===== src/hw/rtl/ssim_pkg.sv =====
// Shared types and constants for the square spiral index map.
`default_nettype none
package ssim_pkg;

  localparam int unsigned MAX_RADIUS = 32767;
  localparam int unsigned SQRT_STAGES = 8;
  localparam int unsigned SQRT_STEPS = 2;

  typedef struct packed {
    logic               kind;
    logic [31:0]        n;
    logic signed [15:0] x;
    logic signed [15:0] y;
  } item_t;

  typedef struct packed {
    logic [31:0] rem;
    logic [31:0] res;
  } sqrt_t;

endpackage
`default_nettype wire


===== src/hw/rtl/square_spiral_index_map_core.sv =====
// Top level of the square spiral index map.
`default_nettype none
// Converts a spiral index to its x,y point (tuser 0) or a point to its index
// (tuser 1). Fully pipelined: one word per cycle unless the output stalls. The
// eight square-root stages are followed by multiply, subtract and quadrant
// stages. A word held at the output under a low m_tready stalls the whole
// pipeline in place.
module square_spiral_index_map_core
  import ssim_pkg::*;
(
  input  wire logic        clk,
  input  wire logic        rst,
  input  wire logic        s_tvalid,
  output logic             s_tready,
  input  wire logic [63:0] s_tdata,  // spiral_index[31:0], coord_x[47:32], coord_y[63:48]
  input  wire logic        s_tuser,  // kind
  output logic             m_tvalid,
  input  wire logic        m_tready,
  output logic [63:0]      m_tdata,  // result_x[15:0], result_y[31:16], result_index[63:32]
  output logic             m_tuser   // out_of_range
);

  logic        en;
  item_t       in_item;
  logic        a_valid;
  item_t       a_item;
  logic [15:0] a_root;

  assign en       = !m_tvalid || m_tready;
  assign s_tready = en;

  assign in_item.kind = s_tuser;
  assign in_item.n    = s_tdata[31:0];
  assign in_item.x    = s_tdata[47:32];
  assign in_item.y    = s_tdata[63:48];

  ssim_isqrt u_isqrt (
    .clk       (clk),
    .rst       (rst),
    .en        (en),
    .in_valid  (s_tvalid),
    .in_item   (in_item),
    .out_valid (a_valid),
    .out_item  (a_item),
    .out_root  (a_root)
  );

  // ring, quadrant and multiplier operand
  logic [15:0] a_s0;
  logic [16:0] a_s1;
  logic [1:0]  a_q1;
  logic [15:0] a_m1;
  logic [15:0] a_op;
  logic        a_oor;
  logic        a_zero;

  always_comb begin
    logic [16:0]        ax, ay;
    logic signed [17:0] xs, ys, ss, mv;
    logic [16:0]        odd0, inner1;
    a_s0   = 16'((17'(a_root) + 17'd1) >> 1);
    odd0   = {a_s0, 1'b0} - 17'd1;
    xs     = 18'(a_item.x);
    ys     = 18'(a_item.y);
    ax     = xs[17] ? 17'(-xs) : 17'(xs);
    ay     = ys[17] ? 17'(-ys) : 17'(ys);
    a_s1   = (ax > ay) ? ax : ay;
    ss     = signed'({1'b0, a_s1});
    if (xs == ss && ys > -ss) begin
      a_q1 = 2'd0;
      mv   = ys + ss - 18'sd1;
    end else if (ys == ss) begin
      a_q1 = 2'd1;
      mv   = ss - 18'sd1 - xs;
    end else if (xs == -ss) begin
      a_q1 = 2'd2;
      mv   = ss - 18'sd1 - ys;
    end else begin
      a_q1 = 2'd3;
      mv   = xs + ss - 18'sd1;
    end
    a_m1   = mv[15:0];
    inner1 = {a_s1[15:0], 1'b0} - 17'd1;
    if (a_item.kind) begin
      a_op   = inner1[15:0];
      a_oor  = a_s1 > 17'(MAX_RADIUS);
      a_zero = a_s1 == 17'd0;
    end else begin
      a_op   = odd0[15:0];
      a_oor  = a_s0 > 16'(MAX_RADIUS);
      a_zero = a_item.n == 32'd0;
    end
  end

  logic        b_valid, b_kind, b_oor, b_zero;
  logic [31:0] b_n, b_prod;
  logic [15:0] b_s, b_m1;
  logic [1:0]  b_q1;

  always_ff @(posedge clk) begin
    if (rst) begin
      b_valid <= 1'b0;
    end else if (en) begin
      b_valid <= a_valid;
    end
    if (en) begin
      b_kind <= a_item.kind;
      b_n    <= a_item.n;
      b_prod <= 32'(a_op) * 32'(a_op);
      b_s    <= a_item.kind ? a_s1[15:0] : a_s0;
      b_q1   <= a_q1;
      b_m1   <= a_m1;
      b_oor  <= a_oor;
      b_zero <= a_zero;
    end
  end

  logic        c_valid, c_kind, c_oor, c_zero;
  logic [18:0] c_r;
  logic [31:0] c_idx, b_diff;
  logic [15:0] c_s;

  assign b_diff = b_n - b_prod;

  always_ff @(posedge clk) begin
    if (rst) begin
      c_valid <= 1'b0;
    end else if (en) begin
      c_valid <= b_valid;
    end
    if (en) begin
      c_kind <= b_kind;
      c_oor  <= b_oor;
      c_zero <= b_zero;
      c_s    <= b_s;
      c_r    <= b_diff[18:0];
      c_idx  <= b_prod + 32'({b_s, 1'b0} * b_q1) + 32'(b_m1);
    end
  end

  logic signed [15:0] d_x, d_y;

  always_comb begin
    logic [18:0]        side;
    logic [1:0]         q;
    logic [18:0]        m;
    logic signed [17:0] rs, ms;
    side = 19'({c_s, 1'b0});
    if (c_r < side) begin
      q = 2'd0;
      m = c_r;
    end else if (c_r < 19'(side * 2)) begin
      q = 2'd1;
      m = c_r - side;
    end else if (c_r < 19'(side * 3)) begin
      q = 2'd2;
      m = c_r - 19'(side * 2);
    end else begin
      q = 2'd3;
      m = c_r - 19'(side * 3);
    end
    rs = signed'({2'b0, c_s});
    ms = signed'({1'b0, m[16:0]});
    unique case (q)
      2'd0: begin
        d_x = rs[15:0];
        d_y = 16'(ms - rs + 18'sd1);
      end
      2'd1: begin
        d_x = 16'(rs - 18'sd1 - ms);
        d_y = rs[15:0];
      end
      2'd2: begin
        d_x = 16'(-rs);
        d_y = 16'(rs - 18'sd1 - ms);
      end
      default: begin
        d_x = 16'(ms - rs + 18'sd1);
        d_y = 16'(-rs);
      end
    endcase
  end

  always_ff @(posedge clk) begin
    if (rst) begin
      m_tvalid <= 1'b0;
    end else if (en) begin
      m_tvalid <= c_valid;
    end
    if (en) begin
      m_tuser <= c_oor && !c_zero;
      if (c_kind) begin
        m_tdata[31:0]  <= '0;
        m_tdata[63:32] <= (c_zero || c_oor) ? 32'd0 : c_idx;
      end else begin
        m_tdata[15:0]  <= (c_zero || c_oor) ? 16'd0 : d_x;
        m_tdata[31:16] <= (c_zero || c_oor) ? 16'd0 : d_y;
        m_tdata[63:32] <= '0;
      end
    end
  end

endmodule
`default_nettype wire


===== src/hw/rtl/ssim_isqrt.sv =====
// Pipelined exact integer square root of a 32-bit word, item carried alongside.
`default_nettype none
module ssim_isqrt
  import ssim_pkg::*;
(
  input  wire logic        clk,
  input  wire logic        rst,
  input  wire logic        en,
  input  wire logic        in_valid,
  input  wire item_t       in_item,
  output logic             out_valid,
  output item_t            out_item,
  output logic [15:0]      out_root
);

  logic  v   [0:SQRT_STAGES];
  item_t itm [0:SQRT_STAGES];
  sqrt_t st  [0:SQRT_STAGES];

  assign v[0]       = in_valid;
  assign itm[0]     = in_item;
  assign st[0].rem  = in_item.n;
  assign st[0].res  = '0;

  for (genvar k = 0; k < SQRT_STAGES; k++) begin : g_stage
    sqrt_t nxt;

    always_comb begin
      logic [32:0] trial;
      logic [31:0] bitv;
      nxt = st[k];
      for (int j = 0; j < SQRT_STEPS; j++) begin
        bitv  = 32'd1 << (30 - 2 * (k * SQRT_STEPS + j));
        trial = {1'b0, nxt.res} + {1'b0, bitv};
        if ({1'b0, nxt.rem} >= trial) begin
          nxt.rem = nxt.rem - trial[31:0];
          nxt.res = (nxt.res >> 1) + bitv;
        end else begin
          nxt.res = nxt.res >> 1;
        end
      end
    end

    always_ff @(posedge clk) begin
      if (rst) begin
        v[k+1] <= 1'b0;
      end else if (en) begin
        v[k+1] <= v[k];
      end
      if (en) begin
        itm[k+1] <= itm[k];
        st[k+1]  <= nxt;
      end
    end
  end

  assign out_valid = v[SQRT_STAGES];
  assign out_item  = itm[SQRT_STAGES];
  assign out_root  = st[SQRT_STAGES].res[15:0];

endmodule
`default_nettype wire


===== config.mk =====
export PLATFORM = sky130hd
export DESIGN_NAME = square_spiral_index_map_core
export DESIGN_NICKNAME = d
export VERILOG_FILES = /design/src/hw/rtl/ssim_pkg.sv /design/src/hw/rtl/square_spiral_index_map_core.sv /design/src/hw/rtl/ssim_isqrt.sv
export SDC_FILE = /design/constraint.sdc
export NUM_CORES = 2
export LEC_CHECK = 0
export ABC_AREA = 1
export BUFFER_PORTS_ARGS = -buffer_cell sky130_fd_sc_hd__buf_4
export CAP_MARGIN = 5
export CORE_MARGIN = 10
export CORE_UTILIZATION = 58
export DETAILED_ROUTE_END_ITERATION = 10
export MAX_ROUTING_LAYER = met4
export PLACE_DENSITY_LB_ADDON = 0.15
export SYNTH_ARGS = -nofsm -noshare
export SYNTH_HDL_FRONTEND = slang
export SYNTH_SLANG_ARGS = --single-unit

===== constraint.sdc =====
create_clock -name clk -period 32.7 [get_ports clk]
set_input_delay 3.27 -clock clk [delete_from_list [all_inputs] [get_ports clk]]
set_output_delay 3.27 -clock clk [all_outputs]
set_load 0.01 [all_outputs]

==> results.toml <==
[worst_hold_path]
min-delay-start = "u_isqrt.itm[242]"
min_to = "u_isqrt.itm[177]"
holdCritPathClass = "reg -> reg"
hold_path_depth = 0

[critical_path]
cp_common_cell = "nand2_1"
end_kind = "flip-flop"
crit_arrival_ns = 11.57
r2r_cells = 47
cp.required_ns = 33.12
cp_slowest_cell = "fa_1"
cp_num_buf_inv = 7
slowest_delay_ns = 0.60
worst_setup_path_start_kind = "flip-flop"
reg2reg_to = "b_prod[29]"
cp_top_family = "adder cells"
r2r_setup_slack_ns = 21.55
r2r-start = "u_isqrt.out_item[0]"
crit_path_max_fanout = 19
critPathKind = "reg -> reg"

[timing]
tightest_slew_ns = 1.11
fin_crit_ns = 11.15
fmaxAchievable_mhz = 89.7
setup_tns_ns = 0
fin_crit_sh = 0.341
skew_ns = 0.0584
slew_headroom = 0.254
final_max_slew_viol_count = 0
final-hold-violation-count = 0
rsz0062_at_grt = "no"
finalSetupViolCount = 0

[drt]
post_drt_wl_per_cell_um = 19.4
drt_first_pass_iters = 6
drcViolationCount = 0
drt_iter0_drc = 3223
via_per_inst = 5.54
route.antenna.remaining_nets = 0
vias = 46780
routed_wl_mm = 163

[floorplan]
placementRows = 121
io_pins = 136
fp.coreArea_um2 = 109000
die_h_um = 351
die_w_um = 351
start_util = 0.584
die_area_um2 = 123000

[clocking]
cts_buffers = 95
clk_latency_ns = 0.71
cts_num_sinks = 935
postCtsHoldBufs = 0
cts_setup_buffers = 0
cts_resized = 0
cts_tree = "yes"
cts_root_buf = "clkbuf_16"
clkSlewWorstSetupHoldPaths_ns = 0.07
cts_max_level = 3
cts_buffer_depth = 3

[logic_synthesis]
ys_ff_latch = 935
seq_area_frac_synth = 0.441
synth-edff-count = 924
syn_area_um2 = 63500
yosys-top-cells-area = "edfxtp_1, ha_1, nand2_1"
ys.flop_type = "edfxtp_1"
netlist_instances = 6761
synth_area_per_cell_um2 = 9.39
netlist-cell-type-count = 78
yosys_warnings = 0
yosys.area.top_type = "edfxtp_1"
yosysTopAreaCellShare = 0.437
synth-async-reset-ratio = 0

[run]
cap_violations = 0

[global_routing]
grt_pass1_wl_mm = 256
grt.total_usage = 0.273
grt_pass1_vias = 46910
antenna_found_initial = 2
grt_max_degree = 128
globalRoute.totalOverflow = 0

[place]
port_buffers = 135
postPlaceCellArea_um2 = 66100
dp_hpwl_mm = 131
gp_congestion = 0.969

[final_layout]
final_net_count = 7770
final_area_um2 = 69200
drive_gt1_frac = 0.0662
syn2layout_area_growth_pct = 9.04

[status]
status = "complete, no violations"
layer usage:
| metal | vias to the layer above | routed length, um | global-route usage |
|---|---|---|---|
| li1 | 23038 | - | - |
| met1 | 22175 | 70300 | 0.339 |
| met2 | 1276 | 79300 | 0.461 |
| met3 | 291 | 7930 | 0.0302 |
| met4 | 0 | 5960 | 0.0993 |
| met5 | - | 0 | - |
registers in the layout, summed over array words and instances (netlist names), 16 cells and up:
| signal | flops |
|---|---|
| c_r | 19 |
| m_tdata | 64 |
| b_prod | 29 |
| c_s | 16 |
| u_isqrt.out_item | 65 |
| b_n | 19 |
| b_m1 | 16 |
| u_isqrt.out_root | 16 |
| u_isqrt.itm | 371 |
| c_idx | 32 |
| u_isqrt.st | 252 |
| b_s | 16 |
synth_stat cells, drive strengths merged (19+ instances only):
| master | instances |
|---|---|
| nand2 | 1228 |
| inv | 1148 |
| edfxtp | 924 |
| ha | 565 |
| nor2 | 538 |
| a21oi | 444 |
| o21ai | 370 |
| nand3 | 284 |
| xor2 | 279 |
| fa | 189 |
| xnor2 | 134 |
| nand4 | 98 |
| nor3 | 89 |
| nor4 | 68 |
| clkbuf | 49 |
| o21bai | 43 |
| or2 | 41 |
| buf | 30 |
| a31oi | 27 |
| o21a | 22 |
| nand3b | 19 |
worst max-delay path by stage:
stage	from	endpoint	slack, ns	depth (start not counted)
5_1_grt	u_isqrt.out_item[0]	b_prod[29]	20.68	47
2_1_floorplan	m_tready	s_tready	0.85	3
3_3_place_gp	u_isqrt.out_item[0]	b_prod[29]	21.83	49
6_report	u_isqrt.out_item[0]	b_prod[29]	21.55	47
4_1_cts	u_isqrt.out_item[0]	b_prod[29]	21.62	47
3_5_place_dp	u_isqrt.out_item[1]	b_prod[29]	21.69	47
through the flow:
step | setup slack (ns) | hold slack (ns) | std cells | utilization
finish | 21.55 | 0.411 | 8441 | 0.637
global route | 20.68 | 0.418 | 8440 | 0.637
CTS | 21.62 | 0.411 | 8439 | 0.637
detailed placement | 21.69 | 0.405 | 8264 | 0.608
global placement | 21.83 | 0.400 | 8264 | 0.608
floorplan | 0.850 | 0.400 | 6762 | -
placed cells by master, fill, tap and decap left out, drive strengths merged, types with 5 or more instances in the layout:
master	instances
nand2	1228
inv	1151
edfxtp	924
ha	565
nor2	538
a21oi	444
o21ai	370
nand3	284
xor2	279
fa	189
buf	167
xnor2	134
clkbuf	113
nand4	98
nor3	89
nor4	68
clkinv	58
o21bai	43
or2	41
a31oi	27
o21a	22
nand3b	19
o211ai	18
a21o	16
o31ai	16
o22ai	15
a21boi	14
a41oi	12
dfxtp	11
a211oi	10
o2111ai	9
bufinv	6
clkinvlp	5
final cells by class:
| cell class | count | area (um2) |
|---|---|---|
| Antenna cell | 2 | 5.00 |
| Clock buffer | 113 | 2440 |
| Clock inverter | 62 | 648 |
| Fill cell | 9114 | 39500 |
| Inverter | 1158 | 4360 |
| Multi-Input combinational cell | 4590 | 30800 |
| Sequential cell | 935 | 28000 |
| Tap cell | 1414 | 1770 |
| Timing Repair Buffer | 167 | 1250 |
cells by family (layout without fill, tap and decap cells):
group | count (synthesis) | in the layout | synth area share
other | 2 | 5 | 0.000118
xor gates and xnor gates | 416 | 416 | 0.0583
DFF | 935 | 935 | 0.441
and+or+nand+nor | 2379 | 2379 | 0.163
AOI/OAI and AO/OA | 1036 | 1036 | 0.0914
buffers and inverters | 1237 | 1500 | 0.0749
muxes | 2 | 2 | 0.000315
adders and majority gates | 754 | 754 | 0.171
Power is left out: the tool's default activity adds up to more than one toggle a clock period on the data nets, which glitch-free logic cannot reach.
